**src/design/sao_pkg.sv**
```systemverilog
// ----------------------------------------------------------------------------
// sao_pkg - shared types and constants of the SAO pixel offset filter
// Field widths, register indexes, mode codes and the configuration bundle
// that the top level hands to the per-pixel datapath.
// ----------------------------------------------------------------------------
`default_nettype none

package sao_pkg;

    localparam int PIX_W       = 10;  // pixel port width
    localparam int MODE_W      = 3;   // sao_mode register width
    localparam int DEPTH_W     = 4;   // sample_depth register width
    localparam int OFS_W       = 8;   // one signed offset entry
    localparam int NUM_OFS     = 5;   // entries in offset_table
    localparam int OFS_TABLE_W = OFS_W * NUM_OFS;
    localparam int BAND_ID_W   = 5;   // one band id
    localparam int NUM_BANDS   = 4;   // entries in band_table
    localparam int BAND_TABLE_W = BAND_ID_W * NUM_BANDS;
    localparam int SIDE_W      = 4;   // side_available width
    localparam int CFG_IDX_W   = 3;
    localparam int CFG_DATA_W  = OFS_TABLE_W;

    // Configuration register indexes
    typedef enum logic [CFG_IDX_W-1:0] {
        REG_SAO_MODE       = 3'd0,
        REG_SAMPLE_DEPTH   = 3'd1,
        REG_OFFSET_TABLE   = 3'd2,
        REG_BAND_TABLE     = 3'd3,
        REG_SIDE_AVAILABLE = 3'd4
    } sao_reg_idx_t;

    // Filter modes
    typedef enum logic [MODE_W-1:0] {
        MODE_EDGE_HOR  = 3'd0,
        MODE_EDGE_VER  = 3'd1,
        MODE_EDGE_135  = 3'd2,
        MODE_EDGE_45   = 3'd3,
        MODE_BAND      = 3'd4
    } sao_mode_t;

    // Side availability bit positions
    localparam int SIDE_LEFT  = 0;
    localparam int SIDE_RIGHT = 1;
    localparam int SIDE_UP    = 2;
    localparam int SIDE_DOWN  = 3;

    // Register values after reset
    localparam logic [MODE_W-1:0]       RST_SAO_MODE       = 3'd0;
    localparam logic [DEPTH_W-1:0]      RST_SAMPLE_DEPTH   = 4'd8;
    localparam logic [OFS_TABLE_W-1:0]  RST_OFFSET_TABLE   = '0;
    localparam logic [BAND_TABLE_W-1:0] RST_BAND_TABLE     = '0;
    localparam logic [SIDE_W-1:0]       RST_SIDE_AVAILABLE = 4'hF;

    // Configuration bundle
    typedef struct packed {
        logic [MODE_W-1:0]       sao_mode;
        logic [DEPTH_W-1:0]      sample_depth;
        logic [OFS_TABLE_W-1:0]  offset_table;
        logic [BAND_TABLE_W-1:0] band_table;
        logic [SIDE_W-1:0]       side_available;
    } sao_cfg_t;

    // One registered input pixel with its position flags
    typedef struct packed {
        logic [PIX_W-1:0] center_pixel;
        logic [PIX_W-1:0] first_neighbor;
        logic [PIX_W-1:0] second_neighbor;
        logic             at_left_col;
        logic             at_right_col;
        logic             at_top_row;
        logic             at_bottom_row;
    } sao_pix_t;

endpackage

`default_nettype wire

```
**src/design/sao_pixel_offset_filter_core.sv**
```systemverilog
// ----------------------------------------------------------------------------
// sao_pixel_offset_filter_core - sample adaptive offset filter, one pixel/clk
// Edge and band offset of a pixel stream with clipping to the sample depth.
// ----------------------------------------------------------------------------
// Usage: pulse start with a pixel, its two neighbours along the mode's
// direction and the four block-position flags. busy never rises, so a new
// word is taken on every clock. Each word returns exactly one filtered pixel
// on filtered_pixel with done high for a single cycle. done rises at the
// edge after the one that took the word: the input register loads at the
// edge that takes the word and the result register at the next. The result is
// accepted at the edge that ends the done cycle. Results come out in order
// and the receiver cannot stall them, so capture on done. Sustained
// rate is one pixel per clock; the classify/offset/clip path between the two
// registers sets the clock. Configuration registers are written through
// cfg_valid/cfg_ready (always ready) at cfg_index; write them only while no
// pixel is in flight.
`default_nettype none

module sao_pixel_offset_filter_core #(
    parameter int MAX_SAMPLE_BITS = 10,
    parameter int BAND_SHIFT_BITS = 5
) (
    input  logic                            clk,
    input  logic                            rst_n,
    // configuration write channel
    input  logic                            cfg_valid,
    output logic                            cfg_ready,
    input  logic [sao_pkg::CFG_IDX_W-1:0]   cfg_index,
    input  logic [sao_pkg::CFG_DATA_W-1:0]  cfg_data,
    // pixel command
    input  logic                            start,
    output logic                            busy,
    input  logic [sao_pkg::PIX_W-1:0]       center_pixel,
    input  logic [sao_pkg::PIX_W-1:0]       first_neighbor,
    input  logic [sao_pkg::PIX_W-1:0]       second_neighbor,
    input  logic                            at_left_col,
    input  logic                            at_right_col,
    input  logic                            at_top_row,
    input  logic                            at_bottom_row,
    // result
    output logic                            done,
    output logic [sao_pkg::PIX_W-1:0]       filtered_pixel
);
    import sao_pkg::*;

    sao_cfg_t         cfg_reg;
    sao_cfg_t         cfg_next;
    logic             in_valid_reg;
    sao_pix_t         pix_reg;
    logic             done_reg;
    logic [PIX_W-1:0] result_reg;
    logic [PIX_W-1:0] result_next;
    logic             accept;

    // The pipeline never backs up, so both channels are always open
    assign busy      = 1'b0;
    assign cfg_ready = 1'b1;
    assign accept    = start && !busy;

    // Register write decode; unknown indexes are dropped
    always_comb
    begin
        cfg_next = cfg_reg;
        if (cfg_valid && cfg_ready)
        begin
            case (sao_reg_idx_t'(cfg_index))
                REG_SAO_MODE:       cfg_next.sao_mode       = cfg_data[MODE_W-1:0];
                REG_SAMPLE_DEPTH:   cfg_next.sample_depth   = cfg_data[DEPTH_W-1:0];
                REG_OFFSET_TABLE:   cfg_next.offset_table   = cfg_data[OFS_TABLE_W-1:0];
                REG_BAND_TABLE:     cfg_next.band_table     = cfg_data[BAND_TABLE_W-1:0];
                REG_SIDE_AVAILABLE: cfg_next.side_available = cfg_data[SIDE_W-1:0];
                default:            cfg_next = cfg_reg;
            endcase
        end
    end

    always_ff @(posedge clk or negedge rst_n)
    begin
        if (!rst_n)
        begin
            cfg_reg.sao_mode       <= RST_SAO_MODE;
            cfg_reg.sample_depth   <= RST_SAMPLE_DEPTH;
            cfg_reg.offset_table   <= RST_OFFSET_TABLE;
            cfg_reg.band_table     <= RST_BAND_TABLE;
            cfg_reg.side_available <= RST_SIDE_AVAILABLE;
        end
        else
        begin
            cfg_reg <= cfg_next;
        end
    end

    // Stage 1: capture the incoming word
    always_ff @(posedge clk or negedge rst_n)
    begin
        if (!rst_n)
            in_valid_reg <= 1'b0;
        else
            in_valid_reg <= accept;
    end

    always_ff @(posedge clk)
    begin
        if (accept)
        begin
            pix_reg.center_pixel    <= center_pixel;
            pix_reg.first_neighbor  <= first_neighbor;
            pix_reg.second_neighbor <= second_neighbor;
            pix_reg.at_left_col     <= at_left_col;
            pix_reg.at_right_col    <= at_right_col;
            pix_reg.at_top_row      <= at_top_row;
            pix_reg.at_bottom_row   <= at_bottom_row;
        end
    end

    // Classify, offset and clip
    sao_pix_calc #(
        .MAX_SAMPLE_BITS (MAX_SAMPLE_BITS),
        .BAND_SHIFT_BITS (BAND_SHIFT_BITS)
    ) u_calc (
        .cfg            (cfg_reg),
        .pix            (pix_reg),
        .filtered_pixel (result_next)
    );

    // Stage 2: hold the result for its single strobe cycle
    always_ff @(posedge clk or negedge rst_n)
    begin
        if (!rst_n)
            done_reg <= 1'b0;
        else
            done_reg <= in_valid_reg;
    end

    always_ff @(posedge clk)
    begin
        if (in_valid_reg)
            result_reg <= result_next;
    end

    assign done           = done_reg;
    assign filtered_pixel = result_reg;

endmodule

`default_nettype wire

```
**src/design/sao_pix_calc.sv**
```systemverilog
// ----------------------------------------------------------------------------
// sao_pix_calc - per-pixel offset datapath
// Classifies one pixel (edge or band), picks its offset, adds and clips.
// Purely combinational; sits between the input and result registers.
// ----------------------------------------------------------------------------
`default_nettype none

module sao_pix_calc #(
    parameter int MAX_SAMPLE_BITS = 10,
    parameter int BAND_SHIFT_BITS = 5
) (
    input  sao_pkg::sao_cfg_t                cfg,
    input  sao_pkg::sao_pix_t                pix,
    output logic [sao_pkg::PIX_W-1:0]        filtered_pixel
);
    import sao_pkg::*;

    localparam int SUM_W = ((MAX_SAMPLE_BITS > PIX_W) ? MAX_SAMPLE_BITS : PIX_W) + 2;
    localparam logic [DEPTH_W-1:0] MAX_D  = DEPTH_W'(MAX_SAMPLE_BITS);
    localparam logic [DEPTH_W-1:0] BAND_D = DEPTH_W'(BAND_SHIFT_BITS);
    localparam int OFS_IDX_W = $clog2(NUM_OFS);

    logic [DEPTH_W-1:0]         depth_sat;
    logic [MAX_SAMPLE_BITS-1:0] max_val;
    logic                       skip_h;
    logic                       skip_v;
    logic                       gt1, lt1, gt2, lt2;
    logic [OFS_IDX_W-1:0]       edge_idx;
    logic [PIX_W-1:0]           band_val;
    logic                       band_hit;
    logic [OFS_IDX_W-1:0]       band_idx;
    logic                       apply;
    logic [OFS_IDX_W-1:0]       ofs_idx;
    logic signed [OFS_W-1:0]    ofs_val;
    logic signed [SUM_W-1:0]    sum;
    logic signed [SUM_W-1:0]    max_ext;
    logic [SUM_W-1:0]           clipped;

    // Saturate the depth so the band shift never goes negative
    always_comb
    begin
        if (cfg.sample_depth > MAX_D)
            depth_sat = MAX_D;
        else if (cfg.sample_depth < BAND_D)
            depth_sat = BAND_D;
        else
            depth_sat = cfg.sample_depth;
    end

    assign max_val = {MAX_SAMPLE_BITS{1'b1}} >> (MAX_D - depth_sat);

    assign skip_h = (pix.at_left_col  && !cfg.side_available[SIDE_LEFT]) ||
                    (pix.at_right_col && !cfg.side_available[SIDE_RIGHT]);
    assign skip_v = (pix.at_top_row    && !cfg.side_available[SIDE_UP]) ||
                    (pix.at_bottom_row && !cfg.side_available[SIDE_DOWN]);

    // Edge class + 2 lands in 0..4
    assign gt1 = pix.center_pixel > pix.first_neighbor;
    assign lt1 = pix.center_pixel < pix.first_neighbor;
    assign gt2 = pix.center_pixel > pix.second_neighbor;
    assign lt2 = pix.center_pixel < pix.second_neighbor;
    assign edge_idx = OFS_IDX_W'(2) + OFS_IDX_W'(gt1) + OFS_IDX_W'(gt2)
                      - OFS_IDX_W'(lt1) - OFS_IDX_W'(lt2);

    // Band lookup: first matching id wins
    assign band_val = pix.center_pixel >> (depth_sat - BAND_D);

    always_comb
    begin
        band_hit = 1'b0;
        band_idx = '0;
        for (int i = NUM_BANDS - 1; i >= 0; i--)
        begin
            if (band_val == PIX_W'(cfg.band_table[i*BAND_ID_W +: BAND_ID_W]))
            begin
                band_hit = 1'b1;
                band_idx = OFS_IDX_W'(i);
            end
        end
    end

    always_comb
    begin
        case (cfg.sao_mode)
            MODE_EDGE_HOR:
            begin
                apply   = !skip_h;
                ofs_idx = edge_idx;
            end
            MODE_EDGE_VER:
            begin
                apply   = !skip_v;
                ofs_idx = edge_idx;
            end
            MODE_EDGE_135, MODE_EDGE_45:
            begin
                apply   = !(skip_h || skip_v);
                ofs_idx = edge_idx;
            end
            MODE_BAND:
            begin
                apply   = band_hit;
                ofs_idx = band_idx;
            end
            default:
            begin
                apply   = 1'b0;
                ofs_idx = '0;
            end
        endcase
    end

    assign ofs_val = $signed(cfg.offset_table[ofs_idx*OFS_W +: OFS_W]);
    assign sum     = $signed({{(SUM_W-PIX_W){1'b0}}, pix.center_pixel})
                     + SUM_W'(ofs_val);
    assign max_ext = $signed({{(SUM_W-MAX_SAMPLE_BITS){1'b0}}, max_val});

    always_comb
    begin
        if (sum < 0)
            clipped = '0;
        else if (sum > max_ext)
            clipped = max_ext;
        else
            clipped = sum;
    end

    assign filtered_pixel = apply ? clipped[PIX_W-1:0] : pix.center_pixel;

endmodule

`default_nettype wire
```
**config.mk**
```make
export PLATFORM = sky130hd
export DESIGN_NAME = sao_pixel_offset_filter_core
export DESIGN_NICKNAME = d
export VERILOG_FILES = /design/src/design/sao_pkg.sv /design/src/design/sao_pixel_offset_filter_core.sv /design/src/design/sao_pix_calc.sv
export SDC_FILE = /design/constraint.sdc
export NUM_CORES = 1
export LEC_CHECK = 0
export BUFFER_PORTS_ARGS = -buffer_cell sky130_fd_sc_hd__buf_2
export CORE_ASPECT_RATIO = 1.25
export CORE_UTILIZATION = 40
export CTS_CLUSTER_DIAMETER = 50
export DETAILED_ROUTE_END_ITERATION = 10
export SLEW_MARGIN = 15
export SYNTH_ARGS = -nofsm -noshare
export SYNTH_HDL_FRONTEND = slang
export SYNTH_SLANG_ARGS = --single-unit
```
**constraint.sdc**
```tcl
create_clock -name clk -period 8.6 [get_ports clk]
set_clock_uncertainty 0.1 [all_clocks]
set_input_delay 0.86 -clock clk [delete_from_list [all_inputs] [get_ports clk]]
set_output_delay 0.86 -clock clk [all_outputs]
set_load 0.02 [all_outputs]
```
# Word level (Yosys, flattened, before mapping)
# Cells that the tools add are included.
# word_totals
regBits	117
# op_classes
addsub	7
magnitude_cmp	8
eq_ne	12
shift	3
n_mux	15
n_reduce_logical	23
# ops
op	n
equality test 10 x 5 -> 1 bit	4
indexed part select 40 x 7 -> 8 bit	1
two-way mux 10 bit	3
greater-than comparator 10 bit	2
< comparator 10 bit	2
adder 11 x 8 -> 12 bit	1
equality test 3 x 2 -> 1 bit, second input constant	4
greater-than comparator 12 x 11 -> 1 bit	1
< comparator 12 x 1 -> 1 bit, second input constant	1
AND reduction 2 bit	5
right shift 10 x 4 -> 10 bit	1
right shift 10 x 4 -> 10 bit, first input constant	1
two-way mux 2 bit	4
two-way mux 4 bit	2
logical NOT 1 bit	7
equality test 3 x 1 -> 1 bit, second input constant	2
equality test 3 bit, second input constant	2
logical NOT 3 bit	2
case mux 3 bit (2 select lines)	1
subtractor 3 x 1 -> 3 bit	2
greater-than comparator 4 bit, second input constant	1
logical AND 1 bit	4
< comparator 4 x 3 -> 1 bit, second input constant	1
two-way mux 1 bit	4
8 further kinds	10

# Longest topological paths before layout
# Gate-level depths: netlist of run 1.
# logic_depth
word_depth	17
depth_mapped	40
ltp_nobuf	35

# Modules after synthesis
# A second synthesis of run 1 with hierarchy kept.
# unflattened
cells_unflattened	641
area_unflattened_um2	7294.5
# by_module_without_submodules
module	n_inst	cells_each	area_per_inst_um2	seq_area_each_um2
sao_pixel_offset_filter_core	1	203	4096.4	3154.3
sao_pix_calc	1	438	3198.1	0.0

# Worst setup path before layout of run 1
# No wires, ideal clock.
# synth_path
path_kind	reg-to-reg
from	register cfg_reg[67] in the netlist's numbering
to	register result_reg[9] (netlist: filtered_pixel[9]) (data pin)
arrival_time_ns	7.435
required_ns	8.242
path_slack_ns	0.807
stages_incl_launch_ff	39
path_buffers	5
synth_period_minus_slack_ns	7.793
path_cell_list	dfstp_2 > buf_4 > buf_4 > buf_2 > a21o_1 > o21a_1 > inv_1 > ha_1 > clkbuf_1 > xnor2_1 > nor4_1 > a2111oi_4 > xnor2_1 > a2111oi_2 > and2_1 > o32ai_4 > mux4_1 > a22o_1 > [3 not listed] > o21bai_1 > a21oi_1 > nor2b_1 > o21a_1 > o21a_1 > o21ai_0 > nand2b_1 > xnor2_1 > ha_1 > nand2_1 > nor4_1 > nor2_1 > a21o_1 > o21ai_0 > mux2i_1 > buf_4 > a21oi_1 > o31ai_2
# synth_between
elab_chain_len	17
elab_cells_between_ends	29
cone_classes	3 x add/sub; 4 x order compare; 4 x eq/ne; 3 x shift; 15 x mux
# synth_rtl
item	line	source
start, declared	sao_pixel_offset_filter_core.sv:46	sao_cfg_t cfg_reg;
start signal, assigned	sao_pixel_offset_filter_core.sv:89	cfg_reg <= cfg_next;
< comparator 4 x 3 -> 1 bit	sao_pix_calc.sv:44	else if (cfg.sample_depth < BAND_D)
two-way mux 4 bit	sao_pix_calc.sv:44	
two-way mux 4 bit (*)	sao_pix_calc.sv:42	if (cfg.sample_depth > MAX_D)
subtractor 4 x 3 -> 4 bit	sao_pix_calc.sv:66	assign band_val = pix.center_pixel >> (depth_sat - BAND_D);
right shift 10 x 4 -> 10 bit	sao_pix_calc.sv:66	
equality test 10 x 5 -> 1 bit	sao_pix_calc.sv:74	if (band_val == PIX_W'(cfg.band_table[i*BAND_ID_W +: BAND_ID_W]))
two-way mux 2 bit (4 in series)	sao_pix_calc.sv:74	
case mux 3 bit (2 select lines)	sao_pix_calc.sv:84	case (cfg.sao_mode)
indexed part select 40 x 7 -> 8 bit	sao_pix_calc.sv:113	assign ofs_val = $signed(cfg.offset_table[ofs_idx*OFS_W +: OFS_W]);
adder 11 x 8 -> 12 bit	sao_pix_calc.sv:115	+ SUM_W'(ofs_val);
greater-than comparator 12 x 11 -> 1 bit	sao_pix_calc.sv:122	else if (sum > max_ext)
two-way mux 10 bit	sao_pix_calc.sv:122	
two-way mux 10 bit	sao_pix_calc.sv:120	if (sum < 0)
two-way mux 10 bit (*)	sao_pix_calc.sv:128	assign filtered_pixel = apply ? clipped[PIX_W-1:0] : pix.center_pixel;
net result_next[9]	sao_pixel_offset_filter_core.sv:52	logic [PIX_W-1:0] result_next;
end signal, assigned	sao_pixel_offset_filter_core.sv:138	result_reg <= result_next;
end, declared	sao_pixel_offset_filter_core.sv:51	logic [PIX_W-1:0] result_reg;
# The timed path passes the listed nets; every way through them passes the cells marked *.
# A chain may end at the register's enable or synchronous reset.

# Worst setup path in the final report of run 1
# layout_path
from	register cfg_reg[66] in the netlist's numbering
to	register result_reg[8] (netlist: filtered_pixel[8]) (data pin)
# Same word-level chain as after synthesis.

==> results of run 1 <==
[per-layer routing]
layer | up-vias | wire (um) | share of wire [%] | global-route usage, %
li1 | 2467 | - | - | -
met1 | 2539 | 7510 | 42 | 25.0
met2 | 134 | 8780 | 50 | 34.3
met3 | 35 | 847 | 4.8 | 4.37
met4 | 0 | 555 | 3.1 | 9.38
met5 | - | 0 | 0 | 0
[synth_stat cells, types with 4 or more instances]
library cell	instances	area share [%]
sky130_fd_sc_hd__nand2_1	26	1.4
sky130_fd_sc_hd__a21oi_1	23	1.6
sky130_fd_sc_hd__buf_2	8	0.56
sky130_fd_sc_hd__o21ai_0	14	0.98
sky130_fd_sc_hd__o21ai_1	10	0.70
sky130_fd_sc_hd__nor2_1	21	1.1
sky130_fd_sc_hd__and2_1	7	0.61
sky130_fd_sc_hd__xor2_1	5	0.61
sky130_fd_sc_hd__nand4_1	8	0.70
sky130_fd_sc_hd__ha_1	47	8.2
sky130_fd_sc_hd__nand2b_1	7	0.61
sky130_fd_sc_hd__buf_4	5	0.53
sky130_fd_sc_hd__o21a_1	4	0.42
sky130_fd_sc_hd__mux4_1	7	2.6
sky130_fd_sc_hd__nor2b_1	10	0.88
sky130_fd_sc_hd__a31oi_1	6	0.53
sky130_fd_sc_hd__nor4_1	6	0.53
sky130_fd_sc_hd__nand3_1	5	0.35
sky130_fd_sc_hd__mux2i_1	7	0.98
sky130_fd_sc_hd__xnor2_1	21	2.6
sky130_fd_sc_hd__clkbuf_1	9	0.47
sky130_fd_sc_hd__inv_1	44	2.3
sky130_fd_sc_hd__dfstp_2	5	1.8
sky130_fd_sc_hd__a21o_1	16	1.7
sky130_fd_sc_hd__nor3_1	11	0.77
sky130_fd_sc_hd__a22o_1	9	1.1
sky130_fd_sc_hd__dfrtp_1	68	24
sky130_fd_sc_hd__edfxtp_1	44	19
sky130_fd_sc_hd__mux2_2	69	11
sky130_fd_sc_hd__o21bai_1	4	0.42
[layout make-up]
class	instances	area [um2]
clock buffers	21	450
clock inverters	11	101
fillers	1627	9030
inverters	45	169
multi-input cells	425	3700
flip-flops and latches	117	3150
well taps	224	280
repair buffers	102	538
[repair_timing]
action                                  4_1_cts  5_1_grt
endpoints found under the setup margin        0       10
buffers inserted                              0        0
resized for setup                             0        6
[power by group through the flow]
stage	clock, W	combinational, W	sequential [W]
2_1_floorplan	0	0.00110	0.000794
3_3_place_gp	0	0.00139	0.000801
3_5_place_dp	0	0.00142	0.000803
4_1_cts	0.000680	0.00143	0.000793
5_1_grt	0.000702	0.00159	0.000806
6_report	0.000664	0.00144	0.000792
[worst max-delay path, delay by kind of cell, from the launching register on]
kind | cells | cell delay, ns
AND/OR/NAND/NOR | 7 | 1.22
AO/OA/AOI/OAI | 17 | 3.38
multiplexers | 3 | 0.82
flip-flops | 1 | 0.51
adder cells (fa/ha/maj) | 3 | 0.95
XOR/XNOR | 2 | 0.30
buffers and inverters | 2 | 0.47
[stage by stage]
stage | cells | util (%)
finish | 945 | 48.2
global route | 945 | 48.2
CTS | 945 | 48.0
detailed placement | 913 | 44.9
global placement | 913 | 44.9
floorplan | 615 | -
[worst paths after layout]
kind	from	endpoint	slack [ns]	depth (start not counted)
max in group asynchronous	rst_n	done$_DFF_PN0_	7.20	2
max reg2reg	cfg_reg[66]$_DFFE_PN0P_	filtered_pixel[8]$_DFFE_PP_	0.55	34
min in group asynchronous	rst_n	cfg_reg[45]$_DFFE_PN0P_	0.58	2
min reg2reg	cfg_reg[37]$_DFFE_PN0P_	cfg_reg[37]$_DFFE_PN0P_	0.40	1
min	cfg_reg[37]$_DFFE_PN0P_	cfg_reg[37]$_DFFE_PN0P_	0.40	1
max	cfg_reg[66]$_DFFE_PN0P_	filtered_pixel[8]$_DFFE_PP_	0.55	34
[cells by family after synthesis]
logic type / count (synthesis)
AND/OR/NAND/NOR: 130
XOR/XNOR: 27
adder cells (fa/ha/maj): 49
multiplexers: 84
other: 2
buffers and inverters: 73
flip-flops: 117
AO/OA/AOI/OAI: 130
==> out/results.tsv, run 1 <==
stage	metric	value	unit
die	io pins	94	
power	Switching Share	38.9	%
yosys	warning count from the yosys run	0	
timing	setup repair after global routing missed its margin	no	
global_route	number of global-route vias before repair	5336	
global_route	Total Routing Usage GR	20.4	%
timing	max-slew violation count	0	
setup_path	Critical Path Source Type	register	
yosys	post-synthesis sequential area ratio	44.2	%
clock_tree	later-pin clock latency in the skew report	0.42	ns
power	total design power	0.00289	W
final_layout	commonest non-fill, non-tap cells in the layout	sky130_fd_sc_hd__buf_2, sky130_fd_sc_hd__mux2_2, sky130_fd_sc_hd__dfrtp_1	
timing	Final period util	93.6	%
clock_tree	CTS Buffer Depth	2	
drt	detailed-route DRC error count	0	
timing	fmax	0.124	GHz
drt	Via-to-Cell Ratio	5.48	
place	worst slack at placement	0.327	ns
hold_path	HP Class	reg2reg	
yosys	share of the synthesized area in compound gates (AO/OA/AOI/OAI)	13.9	%
global_route	initial antenna violation count	0	
yosys	async set-or-reset flop fraction in the synthesized netlist	62.4	%
clock_tree	CTS root buffer	sky130_fd_sc_hd__clkbuf_16	
setup_path	critical path capture point type	register	
yosys	Post-Syn Instances	612	
power	part of the power in combinational logic	49.7	%
power	Net Switching	0.00112	W
die	core region area	0.0174	mm2
place	Final HPWL DP	13300	um
clock_tree	CTS H-tree depth	4	
yosys	adder-cell share of the synthesized area	8.79	%
drt	drt pass-1 iters	4	
place	last weighted congestion value of the routability-driven placer	0.889	
timing	headroom to the max-slew limit	25.5	%
yosys	synthesized area	0.00714	mm2
power	maximum resistive drop on vdd	0.174	mV
timing	smallest setup slack after layout	0.551	ns
power	reported leakage power	3.70	nW
place	total cell area at the placement stage	0.00782	mm2
clock_tree	count of hold-fix buffers inserted at cts	0	
die	chip height	151	um
yosys	predominant post-synthesis flop cell	sky130_fd_sc_hd__dfrtp_1	
timing	Final setup viols	0	
setup_path	required time at the endpoint of the critical path	8.64	ns
drt	Wirelength per Cell	18.7	um
run	max-cap check violation count	0	
final_layout	post-synthesis to final-layout area growth	17.6	%
die	Initial Util	41.0	%
clock_tree	clock tree from TritonCTS	done	
setup_path	highest-delay cell along the critical path	sky130_fd_sc_hd__mux4_1	
final_layout	flip-flop count of the largest register, all copies and words added	71	
setup_path	kind of critical path	reg2reg	
outcome	status	finished clean	
yosys	average instance area after synthesis	11.7	um2
power	pwr dens	345	mW/mm2
clock_tree	clock net sink count	117	
global_route	wire length of the first global-routing pass	27900	um
yosys	xor/xnor cell area share of the yosys netlist	3.42	%
setup_path	crit-path most repeated cell	sky130_fd_sc_hd__o21ai_0	
die	Core Rows	54	
power	Int Power	0.00177	W
timing	final number of hold-violating endpoints	0	
power	fraction of power consumed by sequential logic	27.4	%
timing	slew at the pin closest to its max-slew limit	1.12	ns
clock_tree	clock transition at the registers of the reported paths	0.05	ns
die	Horiz. Die Dim	122	um
timing	Tmin final	8.05	ns
setup_path	CP max FO	11	
yosys	number of enable-type register cells in the synthesized netlist	44	
drt	total number of vias	5175	
timing	worst slack on hold paths	0.398	ns
place	PortBufs	91	
drt	DR iter-0 viols	308	
yosys	FF+latch count, synth	117	
final_layout	fraction of final layout cells with drive strength greater than 1	32.2	%
yosys	number of distinct library cells after synthesis	82	
yosys	dominant combinational cell family by area after synthesis	multiplexers	
yosys	multiplexer area fraction after synthesis	14.8	%
power	Clk pwr share	22.9	%
final_layout	most common cell after layout, fill and taps aside	sky130_fd_sc_hd__buf_2	
setup_path	worst stage delay on the critical path	0.57	ns
die	area enclosed by the die boundary	0.0184	mm2
timing	setup TNS	0	ns
setup_path	CP arrival	8.09	ns
final_layout	nets	838	
yosys	fraction of the mapped netlist area in simple logic gates	10.3	%
final_layout	Non-Filler Cell Area, Final	0.00840	mm2
final_layout	Ant. Diodes	0	
drt	wirelength, routed	17700	um
drt	final antenna-violating net count	0	
global_route	largest net degree at the start of global routing	74	
clock_tree	total clock buffers created by CTS	17	
global_route	total grt overflow	0	
(Power assumes the default switching activity.)
==> run 2, diff against run 1 <==
--- a/config.mk
+++ b/config.mk
@@ -6,10 +6,10 @@
 export NUM_CORES = 1
 export LEC_CHECK = 0
 export BUFFER_PORTS_ARGS = -buffer_cell sky130_fd_sc_hd__buf_2
-export CORE_ASPECT_RATIO = 1.25
 export CORE_UTILIZATION = 40
 export CTS_CLUSTER_DIAMETER = 50
 export DETAILED_ROUTE_END_ITERATION = 10
+export PLACE_DENSITY_LB_ADDON = 0.3
 export SLEW_MARGIN = 15
 export SYNTH_ARGS = -nofsm -noshare
 export SYNTH_HDL_FRONTEND = slang
==> run 2 against run 1 <==
Against the previous run: critical path type unchanged; fmax shrank 1.3%; clock power grew 5.9%; highest routed layer is now met5; first-iteration DRC count grew 11%.
==> out/results.tsv, run 2 (synthesis results as in run 1) <==
stage	metric	value	unit
outcome	status	finished clean	
setup_path	Critical Path Source Type	register	
setup_path	required time at the endpoint of the critical path	8.64	ns
final_layout	post-route non-filler standard cell count	948	
global_route	number of global-route vias before repair	5396	
power	maximum resistive drop on vdd	0.193	mV
final_layout	fillers	1514	
clock_tree	CTS Buffer Depth	2	
global_route	wire length of the first global-routing pass	28100	um
die	io pins	94	
place	Final HPWL DP	13000	um
timing	Final period util	94.8	%
place	worst slack at placement	0.222	ns
final_layout	nets	840	
drt	final antenna-violating net count	0	
drt	total number of vias	5211	
place	instance count after placement with tap cells included	916	
timing	worst slack on hold paths	0.398	ns
final_layout	post-synthesis to final-layout area growth	18.5	%
place	last weighted congestion value of the routability-driven placer	0.909	
power	reported leakage power	3.72	nW
setup_path	CP arrival	8.20	ns
drt	Via-to-Cell Ratio	5.50	
drt	DR iter-0 viols	343	
setup_path	kind of critical path	reg2reg	
timing	slew at the pin closest to its max-slew limit	1.11	ns
drt	wirelength, routed	17700	um
setup_path	crit-path most repeated cell	sky130_fd_sc_hd__ha_1	
hold_path	HP Class	reg2reg	
power	fraction of power consumed by sequential logic	26.9	%
power	Net Switching	0.00114	W
timing	fmax	0.123	GHz
die	chip height	136	um
clock_tree	CTS root buffer	sky130_fd_sc_hd__clkbuf_16	
timing	final number of hold-violating endpoints	0	
clock_tree	clock net sink count	117	
timing	Tmin final	8.16	ns
setup_path	worst stage delay on the critical path	0.74	ns
place	PortBufs	91	
final_layout	Non-Filler Cell Area, Final	0.00846	mm2
final_layout	Ant. Diodes	0	
timing	Final setup viols	0	
clock_tree	Setup Fix Bufs, Post-CTS	0	
drt	drt pass-1 iters	7	
timing	setup repair after global routing missed its margin	no	
global_route	total grt overflow	0	
final_layout	commonest non-fill, non-tap cells in the layout	sky130_fd_sc_hd__buf_2, sky130_fd_sc_hd__mux2_2, sky130_fd_sc_hd__dfrtp_1	
clock_tree	later-pin clock latency in the skew report	0.42	ns
final_layout	fraction of final layout cells with drive strength greater than 1	32.4	%
clock_tree	total clock buffers created by CTS	17	
global_route	largest net degree at the start of global routing	74	
die	core region area	0.0174	mm2
clock_tree	clock tree from TritonCTS	done	
final_layout	flip-flop count of the largest register, all copies and words added	71	
timing	headroom to the max-slew limit	25.7	%
setup_path	CP max FO	11	
power	Clk pwr share	23.8	%
die	area enclosed by the die boundary	0.0184	mm2
place	total cell area at the placement stage	0.00784	mm2
timing	smallest setup slack after layout	0.443	ns
power	pwr dens	349	mW/mm2
clock_tree	CTS H-tree depth	4	
global_route	initial antenna violation count	1	
die	Initial Util	41.1	%
drt	Wirelength per Cell	18.7	um
setup_path	highest-delay cell along the critical path	sky130_fd_sc_hd__edfxtp_1	
power	part of the power in combinational logic	49.3	%
global_route	Total Routing Usage GR	20.3	%
timing	max-slew violation count	0	
final_layout	most common cell after layout, fill and taps aside	sky130_fd_sc_hd__buf_2	
drt	detailed-route DRC error count	0	
clock_tree	clock transition at the registers of the reported paths	0.05	ns
power	Int Power	0.00181	W
power	Switching Share	38.7	%
timing	setup TNS	0	ns
run	max-cap check violation count	0	
die	Core Rows	48	
setup_path	critical path capture point type	register	
die	Horiz. Die Dim	136	um
==> run 2: repair_timing <==
action	CTS	global route
setup endpoints to repair	0	10
resized for setup	0	5
hold buffers	0	0
==> run 2: worst paths after layout <==
| path | startpoint | end | slack, ns | cells after the start |
|---|---|---|---|---|
| max reg2reg | pix_reg[27]$_DFFE_PP_ | filtered_pixel[8]$_DFFE_PP_ | 0.44 | 36 |
| min in group asynchronous | rst_n | cfg_reg[61]$_DFFE_PN0P_ | 0.55 | 2 |
| min | cfg_reg[34]$_DFFE_PN0P_ | cfg_reg[34]$_DFFE_PN0P_ | 0.40 | 1 |
| max | pix_reg[27]$_DFFE_PP_ | filtered_pixel[8]$_DFFE_PP_ | 0.44 | 36 |
| min reg2reg | cfg_reg[34]$_DFFE_PN0P_ | cfg_reg[34]$_DFFE_PN0P_ | 0.40 | 1 |
| max in group asynchronous | rst_n | cfg_reg[5]$_DFFE_PN0P_ | 7.21 | 2 |
==> run 2: layer usage <==
metal	up-vias	share of wire, %	global-route usage (%)
met3	30	4.2	4.34
met5	-	0.073	0
met2	144	51	34.5
met1	2572	43	25.0
li1	2463	-	-
met4	2	2.0	7.55
==> run 2: final cells by class <==
| type | instances | area, um2 | share of cell area (%) |
|---|---|---|---|
| multi-input cells | 425 | 3700 | 43.7 |
| flip-flops and latches | 117 | 3150 | 37.3 |
| repair buffers | 104 | 553 | 6.53 |
| clock buffers | 25 | 549 | 6.49 |
| well taps | 225 | 282 | 3.33 |
| inverters | 45 | 169 | 2.00 |
| clock inverters | 7 | 55.1 | 0.650 |
==> run 2: worst max-delay path: cells and delay by family, from the launching register on <==
family / cells / cell delay [ns]
xor+xnor: 1 / 0.16
flops: 1 / 0.74
mux: 2 / 0.40
buf+inv: 4 / 0.73
simple gates: 6 / 0.93
fa+ha+maj: 6 / 1.71
compound gates: 17 / 3.11
==> run 2: power groups by stage <==
stage          Sequential (W)  Combinational [W]  Clock [W]
2_1_floorplan        0.000794            0.00110          0
3_3_place_gp         0.000799            0.00139          0
3_5_place_dp         0.000803            0.00143          0
4_1_cts              0.000794            0.00144   0.000716
5_1_grt              0.000807            0.00160   0.000746
6_report             0.000794            0.00146   0.000703
==> run 2: per-stage QoR <==
stage / total power [W] / utilization (%)
2_1_floorplan: 0.00189 / -
3_3_place_gp: 0.00219 / 45.2
3_5_place_dp: 0.00223 / 45.2
4_1_cts: 0.00295 / 48.6
5_1_grt: 0.00315 / 48.8
6_report: 0.00296 / 48.8
==> run 3, diff against run 2 <==
--- a/config.mk
+++ b/config.mk
@@ -5,10 +5,12 @@
 export SDC_FILE = /design/constraint.sdc
 export NUM_CORES = 1
 export LEC_CHECK = 0
+export ABC_AREA = 1
 export BUFFER_PORTS_ARGS = -buffer_cell sky130_fd_sc_hd__buf_2
 export CORE_UTILIZATION = 40
 export CTS_CLUSTER_DIAMETER = 50
 export DETAILED_ROUTE_END_ITERATION = 10
+export GPL_TIMING_DRIVEN = 0
 export PLACE_DENSITY_LB_ADDON = 0.3
 export SLEW_MARGIN = 15
 export SYNTH_ARGS = -nofsm -noshare
==> run 3 against run 2 <==
Against the previous run: via count is 10% higher; critical path depth is 2 lower; total power is 6.0% lower; synthesized cell count is 33% higher; routed wire length is 3.5% lower; core utilization is 0.24 points lower; cell area is 0.84% lower; die area is 1.1% lower; sequential share of layout area is 0.32 points higher; sequential power is 5.3% lower; clock power is 6.5% lower; flip-flop and latch count stayed put; largest cell class unchanged.
==> out/results.tsv, run 3 <==
stage	metric	value	unit
setup_path	Critical Path Source Type	register	
yosys	predominant post-synthesis flop cell	sky130_fd_sc_hd__dfrtp_1	
yosys	most common library cells after synthesis	sky130_fd_sc_hd__nand2_1, sky130_fd_sc_hd__inv_1, sky130_fd_sc_hd__nand3_1	
timing	setup TNS	0	ns
drt	detailed-route DRC error count	0	
yosys	most numerous cell in the Yosys netlist	sky130_fd_sc_hd__nand2_1	
yosys	average instance area after synthesis	8.67	um2
yosys	top cells by area in the synthesized netlist	sky130_fd_sc_hd__dfrtp_1, sky130_fd_sc_hd__edfxtp_1, sky130_fd_sc_hd__nand2_1, sky130_fd_sc_hd__ha_1, sky130_fd_sc_hd__inv_1	
clock_tree	post-cts repair resize count	0	
drt	Wirelength per Cell	14.6	um
clock_tree	Setup Fix Bufs, Post-CTS	0	
power	maximum resistive drop on vdd	0.160	mV
place	Final HPWL DP	13100	um
clock_tree	CTS H-tree depth	4	
timing	Final period util	86.5	%
setup_path	reg2reg end	filtered_pixel[2]$_DFFE_PP_	
global_route	total grt overflow	0	
final_layout	combined flip-flop and latch cell area	0.00315	mm2
place	instance count after placement with tap cells included	1134	
yosys	number of distinct library cells after synthesis	49	
yosys	warning count from the yosys run	0	
outcome	status	finished clean	
timing	fmax	0.134	GHz
setup_path	highest-delay cell along the critical path	sky130_fd_sc_hd__edfxtp_1	
setup_path	kind of critical path	reg2reg	
timing	max-slew violation count	0	
die	Initial Util	40.8	%
die	io pins	94	
drt	total number of vias	5750	
global_route	wire length of the first global-routing pass	27700	um
final_layout	most common cell after layout, fill and taps aside	sky130_fd_sc_hd__nand2_1	
yosys	top cell type by total area after synthesis	sky130_fd_sc_hd__dfrtp_1	
drt	wirelength, routed	17100	um
final_layout	post-route non-filler standard cell count	1166	
die	Horiz. Die Dim	135	um
final_layout	commonest non-fill, non-tap cells in the layout	sky130_fd_sc_hd__nand2_1, sky130_fd_sc_hd__inv_1, sky130_fd_sc_hd__buf_2	
global_route	initial antenna violation count	0	
drt	DR iter-0 viols	333	
timing	final number of hold-violating endpoints	0	
drt	drt pass-1 iters	5	
global_route	largest net degree at the start of global routing	50	
clock_tree	CTS root buffer	sky130_fd_sc_hd__clkbuf_16	
clock_tree	clock transition at the registers of the reported paths	0.05	ns
setup_path	CP arrival	7.49	ns
clock_tree	clock net sink count	117	
final_layout	Ant. Diodes	0	
yosys	post-synthesis sequential area ratio	44.7	%
setup_path	critical path capture point type	register	
timing	slew at the pin closest to its max-slew limit	0.814	ns
setup_path	worst stage delay on the critical path	0.56	ns
yosys	FF+latch count, synth	117	
final_layout	flip-flop count of the largest register, all copies and words added	71	
setup_path	CP max FO	10	
drt	final antenna-violating net count	0	
final_layout	post-synthesis to final-layout area growth	18.9	%
die	chip height	135	um
die	core region area	0.0173	mm2
final_layout	fillers	1662	
timing	Tmin final	7.44	ns
setup_path	reg-to-reg slack, setup	1.16	ns
final_layout	nets	1058	
timing	worst slack on hold paths	0.260	ns
die	area enclosed by the die boundary	0.0182	mm2
power	reported leakage power	4.26	nW
power	pwr dens	331	mW/mm2
clock_tree	total clock buffers created by CTS	17	
place	PortBufs	91	
yosys	number of enable-type register cells in the synthesized netlist	44	
die	Core Rows	48	
clock_tree	clock tree from TritonCTS	done	
clock_tree	later-pin clock latency in the skew report	0.42	ns
timing	setup repair after global routing missed its margin	no	
run	max-cap check violation count	0	
setup_path	worst r2r src	pix_reg[33]$_DFFE_PP_	
setup_path	number of cells on the worst reg-to-reg path	34	
timing	headroom to the max-slew limit	45.7	%
timing	Final setup viols	0	
place	total cell area at the placement stage	0.00784	mm2
final_layout	area of the multi-input gates	0.00335	mm2
final_layout	Non-Filler Cell Area, Final	0.00839	mm2
global_route	number of global-route vias before repair	5323	
clock_tree	count of hold-fix buffers inserted at cts	0	
yosys	Post-Syn Instances	814	
clock_tree	CTS Buffer Depth	2	
yosys	async set-or-reset flop fraction in the synthesized netlist	62.4	%
hold_path	HP Class	in2async	
drt	Via-to-Cell Ratio	4.93	
place	last weighted congestion value of the routability-driven placer	0.863	
global_route	Total Routing Usage GR	20.2	%
final_layout	fraction of final layout cells with drive strength greater than 1	22.6	%
setup_path	crit-path most repeated cell	sky130_fd_sc_hd__nand2_1	
setup_path	required time at the endpoint of the critical path	8.66	ns
yosys	synthesized area	0.00706	mm2
yosys	fraction of post-synthesis cell area in the top cell type by area	24.1	%
run 3: worst max path at each step:
stage | start | endpoint | slack, ns | depth (start not counted)
floorplan | pix_reg[33]$_DFFE_PP_ | filtered_pixel[2]$_DFFE_PP_ | 2.40 | 35
CTS | pix_reg[33]$_DFFE_PP_ | filtered_pixel[2]$_DFFE_PP_ | 1.16 | 34
detailed placement | pix_reg[33]$_DFFE_PP_ | filtered_pixel[2]$_DFFE_PP_ | 1.27 | 34
finish | pix_reg[33]$_DFFE_PP_ | filtered_pixel[2]$_DFFE_PP_ | 1.16 | 34
global route | pix_reg[33]$_DFFE_PP_ | filtered_pixel[2]$_DFFE_PP_ | 0.56 | 34
global placement | pix_reg[33]$_DFFE_PP_ | filtered_pixel[2]$_DFFE_PP_ | 1.30 | 35
run 3: cell type report:
| type | count | share of cell area (%) |
|---|---|---|
| Buffer | 21 | 1.25 |
| Clock buffer | 21 | 5.75 |
| Clock inverter | 11 | 0.850 |
| Inverter | 122 | 5.49 |
| Multi-Input combinational cell | 557 | 39.9 |
| Sequential cell | 117 | 37.6 |
| Tap cell | 225 | 3.35 |
| Timing Repair Buffer | 92 | 5.78 |
run 3: per-stage QoR:
stage	setup slack, ns	util, %	power (W)
floorplan	2.40	-	0.00180
global route	0.561	48.5	0.00301
global placement	1.30	45.1	0.00209
finish	1.16	48.5	0.00278
CTS	1.16	48.5	0.00278
detailed placement	1.27	45.3	0.00212
run 3: logic make-up (layout without fill, tap and decap cells):
family | Yosys count | after routing | share of synthesized area (%)
other cells | 2 | 5 | 0.106
fa+ha+maj | 49 | 49 | 8.90
mux | 20 | 20 | 3.19
simple gates | 366 | 366 | 24.8
xor+xnor | 13 | 13 | 1.72
buf+inv | 143 | 267 | 8.01
compound gates | 104 | 104 | 8.56
flops | 117 | 117 | 44.7
run 3: metal layers:
| metal | part of all wire [%] | GRT usage, % | vias to the layer above |
|---|---|---|---|
| met4 | 1.2 | 5.49 | 0 |
| met3 | 4.3 | 4.28 | 14 |
| met5 | 0 | 0 | - |
| met2 | 48 | 33.4 | 133 |
| li1 | - | - | 2938 |
| met1 | 47 | 26.9 | 2665 |
run 3: worst max-delay path, delay by kind of cell, from the launching register on:
| family | cells | cell delay [ns] |
|---|---|---|
| compound gates | 12 | 2.05 |
| fa+ha+maj | 5 | 1.78 |
| xor+xnor | 1 | 0.16 |
| buf+inv | 3 | 0.39 |
| flops | 1 | 0.56 |
| simple gates | 13 | 2.12 |
run 3: power breakdown:
group	switching (W)	internal, W	total (W)
clock	0.000256	0.000401	0.000657
sequential	0.0000677	0.000684	0.000752
combinational	0.000866	0.000503	0.00137
total	0.00119	0.00159	0.00278
